--- src/design/cfb_pkg.sv ---
// ----------------------------------------------------------------------------
// cfb_pkg
// Shared types and constants of the connection flood ban table.
// ----------------------------------------------------------------------------
package cfb_pkg;

  localparam int AddrW    = 32;
  localparam int TimeW    = 40;
  localparam int LenW     = 32;
  localparam int WindowW  = 20;
  localparam int BurstW   = 6;
  localparam int CfgIdxW  = 3;
  localparam int CfgDataW = 32;

  typedef enum logic [CfgIdxW-1:0] {
    CFG_WINDOW_MS      = 3'd0,
    CFG_BURST_LIMIT    = 3'd1,
    CFG_RECENT_MS      = 3'd2,
    CFG_INITIAL_BAN_MS = 3'd3,
    CFG_BAN_MEMORY_MS  = 3'd4
  } cfg_reg_e;

  typedef enum logic [1:0] {
    VERD_ACCEPT = 2'd0,
    VERD_REJECT = 2'd1,
    VERD_BANNED = 2'd2,
    VERD_FULL   = 2'd3
  } verdict_e;

  typedef struct packed {
    logic [WindowW-1:0] window_ms;
    logic [BurstW-1:0]  burst_limit;
    logic [WindowW-1:0] recent_ms;
    logic [LenW-1:0]    initial_ban_ms;
    logic [LenW-1:0]    ban_memory_ms;
  } cfg_t;

  localparam logic [WindowW-1:0] WindowReset  = 20'd30000;
  localparam logic [BurstW-1:0]  BurstReset   = 6'd4;
  localparam logic [WindowW-1:0] RecentReset  = 20'd10000;
  localparam logic [LenW-1:0]    InitialReset = 32'd10000;
  localparam logic [LenW-1:0]    MemoryReset  = 32'd300000;

endpackage

--- src/design/cfb_cfg.sv ---
// ----------------------------------------------------------------------------
// cfb_cfg
// Configuration register file with its write channel.
// ----------------------------------------------------------------------------
module cfb_cfg (
  input  logic                           clk_i,
  input  logic                           rst_ni,
  input  logic                           cfg_valid_i,
  output logic                           cfg_ready_o,
  input  logic [cfb_pkg::CfgIdxW-1:0]    cfg_index_i,
  input  logic [cfb_pkg::CfgDataW-1:0]   cfg_data_i,
  output cfb_pkg::cfg_t                  cfg_o
);
  import cfb_pkg::*;

  cfg_t cfg_q, cfg_d;

  assign cfg_ready_o = 1'b1;

  always_comb begin
    cfg_d = cfg_q;
    if (cfg_valid_i) begin
      unique case (cfg_index_i)
        CFG_WINDOW_MS:      cfg_d.window_ms      = cfg_data_i[WindowW-1:0];
        CFG_BURST_LIMIT:    cfg_d.burst_limit    = cfg_data_i[BurstW-1:0];
        CFG_RECENT_MS:      cfg_d.recent_ms      = cfg_data_i[WindowW-1:0];
        CFG_INITIAL_BAN_MS: cfg_d.initial_ban_ms = cfg_data_i[LenW-1:0];
        CFG_BAN_MEMORY_MS:  cfg_d.ban_memory_ms  = cfg_data_i[LenW-1:0];
        default: ;
      endcase
    end
  end

  always_ff @(posedge clk_i or negedge rst_ni) begin
    if (!rst_ni) begin
      cfg_q <= '{window_ms: WindowReset, burst_limit: BurstReset, recent_ms: RecentReset,
                 initial_ban_ms: InitialReset, ban_memory_ms: MemoryReset};
    end else begin
      cfg_q <= cfg_d;
    end
  end

  assign cfg_o = cfg_q;

endmodule

--- config.mk ---
export PLATFORM = sky130hd
export DESIGN_NAME = cfb_cfg
export DESIGN_NICKNAME = d
export VERILOG_FILES = /design/src/design/cfb_pkg.sv /design/src/design/cfb_cfg.sv
export SDC_FILE = /design/constraint.sdc
export NUM_CORES = 1
export LEC_CHECK = 0
export BUFFER_PORTS_ARGS = -buffer_cell sky130_fd_sc_hd__buf_4
export CAP_MARGIN = 20
export CORE_ASPECT_RATIO = 0.5
export CORE_MARGIN = 2
export CORE_UTILIZATION = 40
export CTS_CLUSTER_DIAMETER = 80
export DETAILED_ROUTE_END_ITERATION = 8
export GPL_ROUTABILITY_DRIVEN = 0
export GPL_TIMING_DRIVEN = 0
export PLACE_DENSITY = 0.74
export RECOVER_POWER = 25
export SETUP_SLACK_MARGIN = 0.4
export SYNTH_ARGS = -nofsm -noshare
export SYNTH_HDL_FRONTEND = slang
export SYNTH_SLANG_ARGS = --single-unit
export TNS_END_PERCENT = 10
--- constraint.sdc ---
create_clock -name clk_i -period 1.95 [get_ports clk_i]
set_input_delay 0.2925 -clock clk_i [delete_from_list [all_inputs] [get_ports clk_i]]
set_output_delay 0.2925 -clock clk_i [all_outputs]
set_load 0.02 [all_outputs]
==> key figures <==
Clock network
  – Htree depth: 3
  – Clock transition at path regs: 70 ps
  – CTS Hold Bufs: 0
  – Total CTS buffers: 9
  – Worst skew pair latency: 340 ps
  – Post-CTS setup buffers: 0
  – Clock Sinks: 110
  – Root Buffer: clkbuf_16
  – CTS resizes: 0
  – CTS tree: done
  – Clock Tree Buf Depth: 2

Critical path
  – Worst r2r dst: cfg_o[14]
  – Flop-to-flop setup slack: 1140 ps
  – Worst path top cell family by delay: flip-flops
  – Crit-path max FO: 2
  – WP data required: 1660 ps
  – CP Class: reg -> out
  – Critical R2R Launch: cfg_o[14]
  – CP arrival: 1020 ps
  – CP endpoint: cfg_o[104]
  – Max incr delay on CP: 540 ps
  – Critical Path Source: cfg_o[104]
  – CP bufs+invs: 1
  – R2R cell count: 1
  – Critical-path cell list: buf_4
  – Critical Path Start Type: flip-flop
  – Slowest CP cell: dfstp_2
  – CP Depth: 1
  – Critical path endpoint category: output pin

Yosys
  – Area share of the largest cell type after synthesis: 50.3%
  – Synth Cell Area: 4180 um^2
  – Syn_nets: 277
  – Synth warn: 0
  – Top FF cell, synth: dfrtp_1
  – FF+latch count, synth: 110
  – Yosys cell types: 12
  – Post-synth top cells: 84 x dfrtp_1, 79 x mux2_2, 31 x mux2_1
  – Average cell area after synthesis: 17.5 um^2
  – Synth top area cells: dfrtp_1 50%, mux2_2 21%, dfstp_2 16%, mux2_1 8.3%, buf_2 1.1%
  – Syn Inst Count: 239
  – Cell with the most instances after synthesis: dfrtp_1
  – EDFF count, synth: 0
  – Yosys top cell by area: dfrtp_1
  – Post-synthesis sequential area ratio: 66.6%
  – Async SR Flop Fraction: 100%

Timing
  – Setup TNS: 0 ps
  – Crit path time final: 1310 ps
  – Worst-margin pin slew: 1310 ps
  – Final period util: 67.1%
  – Hold Violations, Final: 0
  – Skew final: 0 ps
  – Slew Limit Fails: 0
  – # setup viols final: 0
  – Slew margin rel.: 12.8%
  – RSZ-0062 raised after global routing: no
  – Hold slack: 174 ps
  – Max frequency: 765 MHz

Hold path
  – HP Class: in -> reg

Flow run
  – Max_cap viols: 0

Route
  – Detailed Routing Iterations Pass 1: 4
  – Antenna Violating Nets Remaining: 0
  – Wire per inst: 16.5 um
  – Initial DRC count: 77
  – Vias per cell: 4.70
  – DRT Wirelength: 8980 um
  – Detailed-route DRC error count: 0
  – Via count: 2553

Cells and area
  – Multi-input gate area: 1300 um^2
  – Layout cells sized above 1: 70.5%
  – # fillers: 866
  – Area grow syn2layout: 38.5%
  – Max FFs per register: 110
  – Register area: 2790 um^2
  – N_diodes: 0
  – Nets: 436
  – Final core occ: 56.9%
  – Fin area: 5790 um^2
  – Fin cells: 543

Global routing
  – Largest net degree at the start of global routing: 61
  – Vias in the first global route: 2718
  – Global-route wire length before repair: 14800 um
  – Gr ovfl total: 0
  – Global-route usage over all layers: 16.8%
  – Initial antenna violation count: 0

Floorplan
  – Die height: 76.3 um
  – I/O pin count: 149
  – Core area: 10200 um^2
  – Row count: 26
  – Initial core utilization: 41.1%
  – Die area: 11300 um^2
  – Die X: 149 um

Placement
  – Post-DP HPWL: 6510 um
  – Placed cell count: 527
  – Placed cell area: 5490 um^2
  – PortBufs: 147

Power
  – Pleak: 2.69 nW
  – Maximum vdd drop: 0.540 mV
  – Cell Pwr Density: 1230 nW/um^2

Run status
  – Outcome: finished clean
cell usage in the layout (no fill, tap or decap), drive strengths merged, types with 2 or more instances in the layout:
cell,instances
clkbuf,10
dfrtp,84
nor4bb,2
clkinvlp,2
dfstp,26
mux2,110
inv,3
buf,160
how the worst min path moves through the flow:
stage / start / to / slack [ps] / depth (start not counted)
after floorplan: rst_ni / cfg_o[0] / -3 / 0
after global placement: cfg_o[17] / cfg_o[17] / 470 / 1
after detailed placement: rst_ni / cfg_o[38] / 370 / 1
after CTS: rst_ni / cfg_o[69] / 3 / 1
after global routing: cfg_data_i[21] / cfg_o[21] / 160 / 2
final: cfg_data_i[25] / cfg_o[25] / 170 / 2
layer usage:
layer	GRT usage (%)	vias to the layer above	wire length [um]
met5	0	-	0
met1	21.1	1325	3810
li1	-	1162	-
met4	5.62	0	139
met2	28.8	54	4660
met3	3.95	12	368
stage by stage:
step                      total power [mW]  setup slack, ps
after floorplan                       4.24              633
after global placement                5.26              390
after detailed placement              5.33              321
after CTS                             7.20              623
after global routing                  7.46              583
final                                 7.11              642
layout make-up:
cell class                 instances  share of cell area, %
tap                              140                   3.03
timing repair buffer             148                   19.5
multi-input combinational        116                   22.4
clock buffer                       9                   3.89
sequential                       110                   48.1
buffer                            13                   1.69
clock inverter                     7                   1.38
cells by family after synthesis:
family / count (synthesis) / share of synthesized area, %
buffers and inverters: 13 / 2.33
other: 1 / 0.0897
and+or+nand+nor: 5 / 1.35
DFF: 110 / 66.6
muxes: 110 / 29.6
power breakdown:
part	internal, mW	switching (mW)
clock network	1.01	0.853
logic	1.03	1.10
registers	2.87	0.252
total	4.91	2.20
Power figures use the tool's default switching activity.
