[src/design/cfb_ram.sv]
// ----------------------------------------------------------------------------
// cfb_ram
// Simple dual-port RAM: one write port, one read port with registered data.
// ----------------------------------------------------------------------------
module cfb_ram #(
  parameter int Width = 8,
  parameter int Depth = 16
) (
  input  logic                     clk_i,
  input  logic                     we_i,
  input  logic [$clog2(Depth)-1:0] waddr_i,
  input  logic [Width-1:0]         wdata_i,
  input  logic [$clog2(Depth)-1:0] raddr_i,
  output logic [Width-1:0]         rdata_o
);

  logic [Width-1:0] mem_q [Depth];
  logic [Width-1:0] rdata_q;

  always_ff @(posedge clk_i) begin
    if (we_i) begin
      mem_q[waddr_i] <= wdata_i;
    end
    rdata_q <= mem_q[raddr_i];
  end

  assign rdata_o = rdata_q;

endmodule

[config.mk]
export PLATFORM = sky130hd
export DESIGN_NAME = cfb_ram
export DESIGN_NICKNAME = d
export VERILOG_FILES = /design/src/design/cfb_ram.sv
export SDC_FILE = /design/constraint.sdc
export NUM_CORES = 1
export LEC_CHECK = 0
export ABC_AREA = 1
export BUFFER_PORTS_ARGS = -buffer_cell sky130_fd_sc_hd__buf_2
export CAP_MARGIN = 20
export CORE_MARGIN = 1.5
export CORE_UTILIZATION = 25
export CTS_CLUSTER_DIAMETER = 100
export DETAILED_ROUTE_END_ITERATION = 16
export GPL_TIMING_DRIVEN = 0
export HOLD_SLACK_MARGIN = 0.12
export SETUP_SLACK_MARGIN = 0.1
export SLEW_MARGIN = 5
export SYNTH_ARGS = -nofsm -noshare
export SYNTH_HDL_FRONTEND = slang
export SYNTH_SLANG_ARGS = --single-unit
export TNS_END_PERCENT = 10
[constraint.sdc]
create_clock -name clk_i -period 1.1 [get_ports clk_i]
set_input_delay 0.055 -clock clk_i [delete_from_list [all_inputs] [get_ports clk_i]]
set_output_delay 0.055 -clock clk_i [all_outputs]
set_load 0.1 [all_outputs]
==> impl_metrics.ini, run 1 <==
[global_routing]
grt_pass1_wl_um = 21820
grt_max_degree = 17
antenna_found_initial = 0
grt_pass1_vias = 3655
grt_util_all_layers_pct = 12.70
grt-ovfl-total = 0

[setup_path]
start_kind = input port
cp-end-kind = register
arrival_ns = 1.13
required_ns = 1.15
crit_type = input port to register
crit_path_max_fanout = 8

[logic_synthesis]
synth.yosys.warnings = 0
syn_area_per_cell_um2 = 10.47
synth.area.top_cells = edfxtp_1 (67%), nand2_1 (11%), nand3_1 (8.4%)
yosys.cell_count.top_type = nand2_1
synth_ff_type = edfxtp_1
synth_top_area_share_pct = 66.65
synth_common_cells = nand2_1 (173), edfxtp_1 (128), inv_1 (100), nand3_1 (97), nor2_1 (17)
synth_seq_area_share_pct = 69.43
synth_edf_count = 128
synth_area_leader_cell = edfxtp_1
netlist_area_mm2 = 0.005767
syn_inst = 551
ys_ff_latch = 136
async_reset_ff_share_pct = 0
synth_cell_types = 12
synth_nets = 569

[route]
drt_iter0_markers = 329
remaining_drc_errors = 0
viasPerCell = 4.302
wl_um = 14700
final_antenna_net_count = 0
vias = 3876
wire_per_inst_um = 16.31
drtPass1Iterations = 5

[run]
cap_violations = 0

[finish]
final_cell_area_mm2 = 0.007388
nets = 622
fillers = 2228
diodes = 0
syn2layout_area_growth_pct = 28.12
multi_input_area_mm2 = 0.001461
final_cells = 901
drive_above_1_share_pct = 23.21
seq_area_mm2 = 0.004014

[floorplan]
initial_core_util_pct = 25.47
io_pins = 26
row_count = 55
die_x_um = 154.9
die-area_mm2 = 0.02399
core_mm2 = 0.02264
die_y_um = 154.9

[power]
p_leak_nw = 3.094
vdd_drop_max_mv = 1.219
fin_total_pwr_mw = 13.41
power_density_mw_per_mm2 = 1815
p_int_mw = 10.41
swShare_pct = 22.40
power_frac_clock_pct = 47.2
pwr-share-seq_pct = 43.7
p_comb_share_pct = 9.1
switching_power_mw = 3.003

[clocking]
path_clk_slew_ns = 0.06
clkLatencyLatePin_ns = 0.43
htree_levels = 4
tritoncts = done
cts_made_buffers = 17
cts.sinks = 136
cts_root_buf = clkbuf_16
clockBufferDepth = 2

[sta]
worst_pin_slew_ns = 0.8360
fin_crit_sh_pct = 98.29
fmax_ghz = 0.9249
finalSetupTns_ns = 0
min_period_ns = 1.081
hold-worst-slack_ns = 0.1802
slew_headroom_pct = 44.06
final_max_slew_viol_count = 0
setup_violations = 0
finalHoldViolCount = 0
rsz0062_at_grt = true
fin_skew_ns = 0.01051

[placement]
dpl-instance-area_mm2 = 0.006233
io_buffers = 22
dp_hpwl_um = 9455
dpl.cell_count = 858
place.gp.congestion = 0.8357

[status]
status = finished clean

[hold_path]
hold_path.class = input port to register
registers in the layout, indices dropped and copies added (netlist names):
signal and count:
rdata_o 8, mem_q 128
power by group through the flow:
stage	Clock [mW]	Combinational (mW)	Sequential, mW
after CTS	6.37	1.13	5.85
after floorplan	0	0.409	6.17
after global placement	0	0.996	5.94
final	6.33	1.23	5.86
after global routing	6.59	1.31	5.87
after detailed placement	0	1.00	5.94
placed cells by master (no fill, tap or decap), types with 2 or more instances in the layout:
cell type and instances:
inv_2 3, clkinvlp_4 3, clkinv_1 2, edfxtp_1 128, dfxtp_2 8, inv_1 99
nand3b_1 2, nand3_1 57, nand2_1 164, clkinv_4 2, buf_6 6, buf_2 27
bufinv_16 6, nand3_2 40, nor2_1 7, buf_4 4, buf_12 8, nor2_2 10
nand2_2 9, clkbuf_16 17, dlygate4sd3_1 12
layout make-up:
type                            count  area share, %
Multi-Input combinational cell    289          19.78
Sequential cell                   136          54.33
Inverter                          102          5.182
Timing Repair Buffer               34          4.742
Clock buffer                       18          5.809
Buffer                             24          2.252
Tap cell                          285          4.826
Clock inverter                     13          3.082
metal layers:
layer	global-route usage (%)	vias to the layer above	wire, µm
met5	0	-	0
met3	2.813	22	978
met1	17.59	1836	6639
li1	-	1886	-
met2	19.45	132	6799
met4	4.808	0	278
metrics by stage:
stage	setup WS, ns	utilization (%)
final	0.01881	32.63
after global routing	-0.01733	32.63
after CTS	0.01627	31.38
after detailed placement	-0.4287	27.53
after global placement	-0.4116	27.53
after floorplan	0.09416	-
worst paths after layout:
kind                               from                     to  slack [ns]  depth (start not counted)
hold reg to reg   mem_q[4][0]$_DFFE_PP_     rdata_o[0]$_DFF_P_        0.72                          6
setup reg to reg  mem_q[2][4]$_DFFE_PP_     rdata_o[4]$_DFF_P_        0.11                          6
setup / recovery             waddr_i[2]  mem_q[8][3]$_DFFE_PP_        0.02                          3
hold / removal               raddr_i[3]     rdata_o[0]$_DFF_P_        0.18                          4
critical path, cell delays in order:
cell and delay (ns):
buf_2 0.11, nand3b_1 0.26, nor2_1 0.69
repair_timing:
| item | CTS | global route |
|---|---|---|
| gates resized for setup | 32 | 68 |
| setup endpoints to repair | 69 | 136 |
| setup buffers | 0 | 0 |
| hold buffers | 11 | 1 |
| endpoints found under the hold margin | 135 | 1 |
| pin swaps | 0 | 16 |
cells by family (layout without fill, tap and decap cells):
logic type | after synthesis | in the layout | synth area share, %
buffers and inverters | 126 | 191 | 9.525
and+or+nand+nor | 289 | 289 | 21.05
DFF | 136 | 136 | 69.43
No activity file was read; power rests on OpenSTA's default activity.
==> run 2: changes to the inputs <==
--- a/config.mk
+++ b/config.mk
@@ -14,6 +14,7 @@
 export DETAILED_ROUTE_END_ITERATION = 16
 export GPL_TIMING_DRIVEN = 0
 export HOLD_SLACK_MARGIN = 0.12
+export PLACE_DENSITY = 0.46
 export SETUP_SLACK_MARGIN = 0.1
 export SLEW_MARGIN = 5
 export SYNTH_ARGS = -nofsm -noshare
==> run 2 against run 1 <==
Critical endpoint is now mem_q[7][0]$_DFFE_PP_. Global-route usage is 0.44 points higher. Via count down 1.3%. Cell count is 0.11% higher. The flow now finishes with violations (negative setup slack). Core utilization fell by 0.42 points.
==> impl_metrics.ini, run 2 (same netlist as run 1, synthesis figures left out) <==
[finish]
fillers = 2279
nets = 622
drive_above_1_share_pct = 23.66
most-common-layout-cells = nand2_1 (164), edfxtp_1 (128), inv_1 (99), nand3_1 (59), nand3_2 (38)
layout_commonest_cell = nand2_1
syn2layout_area_growth_pct = 26.47
largest-register = mem_q
diodes = 0
fin_util_pct = 32.21
largest_reg_flops = 128

[setup_path]
r2r-end = rdata_o[5]$_DFF_P_
rrSetupSlack_ns = 0.12
crit_path_max_fanout = 8
required_ns = 1.15
cp-end-kind = register
r2r_start = mem_q[10][5]$_DFFE_PP_
rr_worst_depth = 6
crit_type = input port to register
start_kind = input port
arrival_ns = 1.21

[clocking]
clockBufferDepth = 2
cts.sinks = 136
cts_made_buffers = 17
htree_levels = 4
cts_setup_buffers = 0
cts_root_buf = clkbuf_16
tritoncts = done
clkLatencyLatePin_ns = 0.43
path_clk_slew_ns = 0.06

[floorplan]
die_x_um = 154.9
initial_core_util_pct = 25.47
core_mm2 = 0.02264
row_count = 55
io_pins = 26
die_y_um = 154.9
die-area_mm2 = 0.02399

[sta]
worst_pin_slew_ns = 0.9868
setup_violations = 23
fin_skew_ns = 0.01154
slew_headroom_pct = 33.97
fin_crit_sh_pct = 105.7
rsz0062_at_grt = true
finalHoldViolCount = 0
fmax_ghz = 0.8601
min_period_ns = 1.163
final_max_slew_viol_count = 0
fin_ws_ns = -0.06264

[route]
remaining_drc_errors = 0
final_antenna_net_count = 0
wl_um = 15110
drt_iter0_markers = 232
drtPass1Iterations = 4
vias = 3824
wire_per_inst_um = 16.75
viasPerCell = 4.239

[status]
violations = negative setup slack
status = finished with violations

[power]
p_int_mw = 9.338
vdd_drop_max_mv = 1.108
p_leak_nw = 3.053
power_density_mw_per_mm2 = 1722
p_comb_share_pct = 9.8
switching_power_mw = 3.224
power_frac_clock_pct = 43.7
pwr-share-seq_pct = 46.6
swShare_pct = 25.66

[hold_path]
min_from = raddr_i[2]
min_path_cells = 4
hold_path.class = input port to register
holdPathEnd = rdata_o[1]$_DFF_P_

[global_routing]
grt_util_all_layers_pct = 13.14
grt_max_degree = 17
grt_pass1_wl_um = 22820
grt_pass1_vias = 3727
antenna_found_initial = 0
grt-ovfl-total = 0

[placement]
io_buffers = 22
place.gp.congestion = 0.8294
dp_hpwl_um = 10010
dp_slack_ns = -0.5092

[run]
cap_violations = 0
run 2: cell types whose count changed in the layout (fill, tap and decap cells not counted), moves of 2 or more:
| cell | before | now |
|---|---|---|
| nand3_1 | 57 | 59 |
| nand3_2 | 40 | 38 |
| bufinv_16 | 6 | 1 |
| inv_6 | 0 | 5 |
| clkinv_2 | 0 | 2 |
| clkinv_1 | 2 | 0 |
run 2: how the worst max path moves through the flow:
stage,cells after the start,startpoint,endpoint
2_1_floorplan,2,waddr_i[3],mem_q[4][0]$_DFFE_PP_
3_3_place_gp,3,waddr_i[3],mem_q[7][1]$_DFFE_PP_
3_5_place_dp,3,waddr_i[3],mem_q[7][0]$_DFFE_PP_
4_1_cts,3,waddr_i[3],mem_q[7][4]$_DFFE_PP_
5_1_grt,3,waddr_i[3],mem_q[7][5]$_DFFE_PP_
6_report,3,waddr_i[3],mem_q[7][0]$_DFFE_PP_
run 2: per-layer routing:
metal | part of all wire, % | track usage (%)
met5 | 0 | 0
met4 | 1.6 | 4.167
met3 | 4.4 | 2.981
met2 | 46 | 20.78
met1 | 48 | 17.91
run 2: power groups by stage:
stage                     Combinational (mW)  Clock [mW]  Sequential, mW
after floorplan                        0.409           0            6.17
after global placement                  1.01           0            5.93
after detailed placement                1.01           0            5.93
after CTS                               1.17        5.55            5.85
after global routing                    1.32        5.75            5.86
final                                   1.23        5.48            5.85
run 2: through the flow:
stage / TNS (ns) / std cells / power (mW) / hold slack [ns] / area [µm²]
finish: -1.002 / 902 / 12.56 / 0.1043 / 7293
global route: -2.905 / 902 / 12.93 / 0.1211 / 7293
CTS: -0.8676 / 902 / 12.57 / 0.1384 / 7108
detailed placement: -48.88 / 858 / 6.946 / 0.4949 / 6233
global placement: -46.01 / 858 / 6.939 / 0.4874 / 6233
floorplan: 0 / 551 / 6.584 / 0.1539 / 5767
run 2: cell type report:
type	count	area, µm²	area share (%)
plain buffers	24	166.4	2.282
multi-input cells	289	1454	19.93
inverters	102	382.9	5.250
repair buffers	34	350.3	4.804
clock buffers	17	425.4	5.833
clock inverters	15	143.9	1.973
flip-flops and latches	136	4014	55.04
well taps	285	356.6	4.889
run 2: critical path, cell delays in order:
cell and delay, ns:
buf_2 0.12, nand3b_1 0.24, nor2_1 0.79
run 2: timing repair:
action                     4_1_cts  5_1_grt
setup endpoints to repair       77      104
pin swaps                        0       21
resized for setup               53       46
hold buffers                    12        0
hold endpoints to repair       132        0
==> run 3: changes to the inputs <==
--- a/config.mk
+++ b/config.mk
@@ -15,6 +15,7 @@
 export GPL_TIMING_DRIVEN = 0
 export HOLD_SLACK_MARGIN = 0.12
 export PLACE_DENSITY = 0.46
+export REMOVE_ABC_BUFFERS = 1
 export SETUP_SLACK_MARGIN = 0.1
 export SLEW_MARGIN = 5
 export SYNTH_ARGS = -nofsm -noshare
==> run 3 against run 2 <==
The run still ends with negative setup slack left. Core utilization is 0.46 points lower. Hold slack improved by 0.047 ns. Global-route usage fell by 0.81 points. Sequential power about the same. Flip-flop and latch count stayed put. Clock-buffer cell count increased by 1. Via count fell by 2.9%. Critical path depth is the same. Fmax is 5.3% higher. Total power grew 4.1%. Critical path type unchanged.
==> impl_metrics.ini, run 3 (same netlist as run 1, synthesis figures left out) <==
[sta]
rsz0062_at_grt = true
fin_skew_ns = 0.004465
final_max_slew_viol_count = 0
finalSetupTns_ns = -0.01982
fin_ws_ns = -0.004489
finalHoldViolCount = 0
fin_crit_sh_pct = 100.4
worst_pin_slew_ns = 0.8160
setup_violations = 7
fmax_ghz = 0.9054
min_period_ns = 1.104
slew_headroom_pct = 45.40

[route]
drtPass1Iterations = 5
wl_um = 13760
vias = 3715
final_antenna_net_count = 0
viasPerCell = 4.217
drt_iter0_markers = 368
wire_per_inst_um = 15.62
remaining_drc_errors = 0

[power]
power_density_mw_per_mm2 = 1819
pwr-share-seq_pct = 44.7
p_int_mw = 10.16
swShare_pct = 22.31
power_frac_clock_pct = 46.4
vdd_drop_max_mv = 0.8484
p_leak_nw = 3.001
p_comb_share_pct = 8.8
switching_power_mw = 2.917

[global_routing]
grt_pass1_wl_um = 21230
grt_util_all_layers_pct = 12.32
grt-ovfl-total = 0
grt_pass1_vias = 3625
grt_max_degree = 35
antenna_found_initial = 0

[floorplan]
row_count = 55
die_x_um = 154.9
io_pins = 26
die-area_mm2 = 0.02399
die_y_um = 154.9
initial_core_util_pct = 25.47
core_mm2 = 0.02264

[setup_path]
cp-end-kind = register
cpMaxStageDelayCell = nor2_1
crit_type = input port to register
arrival_ns = 1.14
r2r-end = rdata_o[0]$_DFF_P_
crit_path_max_fanout = 8
critPathMaxStageDelay_ns = 0.69
required_ns = 1.14
r2r_start = mem_q[15][0]$_DFFE_PP_
rr_worst_depth = 6
crit_chain = buf_2 > nand3b_1 > nor2_1
rrSetupSlack_ns = 0.09
start_kind = input port

[placement]
dpl-instance-area_mm2 = 0.006122
dp_hpwl_um = 8125
dpl.cell_count = 839
io_buffers = 25
place.gp.congestion = 0.7148
dp_slack_ns = -1.080

[status]
violations = negative setup slack
status = finished with violations

[clocking]
cts_root_buf = clkbuf_16
tritoncts = done
htree_levels = 4
cts_made_buffers = 17
clockBufferDepth = 2
path_clk_slew_ns = 0.06
cts_setup_buffers = 0
cts.sinks = 136
clkLatencyLatePin_ns = 0.41

[finish]
fin_util_pct = 31.75
layout_commonest_cell = nand2_1
most-common-layout-cells = nand2_1 (172), edfxtp_1 (128), inv_1 (100), nand3_1 (77), nand3_2 (20)
drive_above_1_share_pct = 16.44
largest-register = mem_q
largest_reg_flops = 128
final_cell_area_mm2 = 0.007189
nets = 601
final_cells = 881
diodes = 0
syn2layout_area_growth_pct = 24.67

[hold_path]
hold_path.class = input port to register
min_path_cells = 4
holdPathEnd = rdata_o[4]$_DFF_P_
min_from = raddr_i[3]

[run]
cap_violations = 0
-- run 3: cell types whose count changed in the layout (fill, tap and decap cells not counted), sizes merged --
cell	delta
inv	-5
buf	-19
bufinv	+4
dlymetal6s4s	+1
dlygate4sd3	-4
bufbuf	+1
clkbuf	+1
-- run 3: power groups by stage --
stage	Sequential [mW]	Clock, mW	Combinational, mW
2_1_floorplan	6.17	0	0.313
3_3_place_gp	5.93	0	0.923
3_5_place_dp	5.93	0	0.948
4_1_cts	5.85	6.15	1.15
5_1_grt	5.86	6.39	1.25
6_report	5.85	6.07	1.16
-- run 3: per-stage QoR --
step | power (mW) | hold slack, ns
final | 13.08 | 0.1511
after CTS | 13.15 | 0.1290
after global placement | 6.852 | 0.4854
after detailed placement | 6.878 | 0.4933
after floorplan | 6.488 | 0.1539
after global routing | 13.50 | 0.1828
-- run 3: what timing repair did --
action,4_1_cts,5_1_grt
endpoints found under the hold margin,136,0
hold buffers,9,0
gates resized for setup,71,14
pin swaps,2,6
setup endpoints to repair,93,88
gates cloned,1,0
-- run 3: layout make-up --
type                    instances  area (µm²)
well taps                     285       356.6
multi-input cells             289        1341
fillers                      2255       15450
clock buffers                  18       429.2
clock inverters                14       203.9
flip-flops and latches        136        4014
inverters                     102       401.6
repair buffers                 37       442.9
-- run 3: layer usage --
layer	up-vias	routed length, µm	track usage, %
met4	0	201	4.121
met5	-	0	0
li1	1839	-	-
met1	1773	6368	16.66
met3	13	752	3.315
met2	90	6443	19.15
-- run 3: worst max-delay path by stage --
| stage | start | to | slack [ns] | cells after the start |
|---|---|---|---|---|
| finish | waddr_i[2] | mem_q[10][4]$_DFFE_PP_ | -0.004 | 3 |
| global route | waddr_i[2] | mem_q[10][4]$_DFFE_PP_ | -0.07 | 3 |
| CTS | waddr_i[2] | mem_q[10][4]$_DFFE_PP_ | -0.01 | 3 |
| detailed placement | raddr_i[0] | rdata_o[1]$_DFF_P_ | -1.08 | 10 |
| global placement | raddr_i[0] | rdata_o[1]$_DFF_P_ | -1.73 | 8 |
| floorplan | raddr_i[0] | rdata_o[2]$_DFF_P_ | 0.06 | 6 |
-- run 3: critical path, delay by kind of cell --
family,cells,cell delay (ns)
buffers and inverters,1,0.12
AND/OR/NAND/NOR,2,0.97
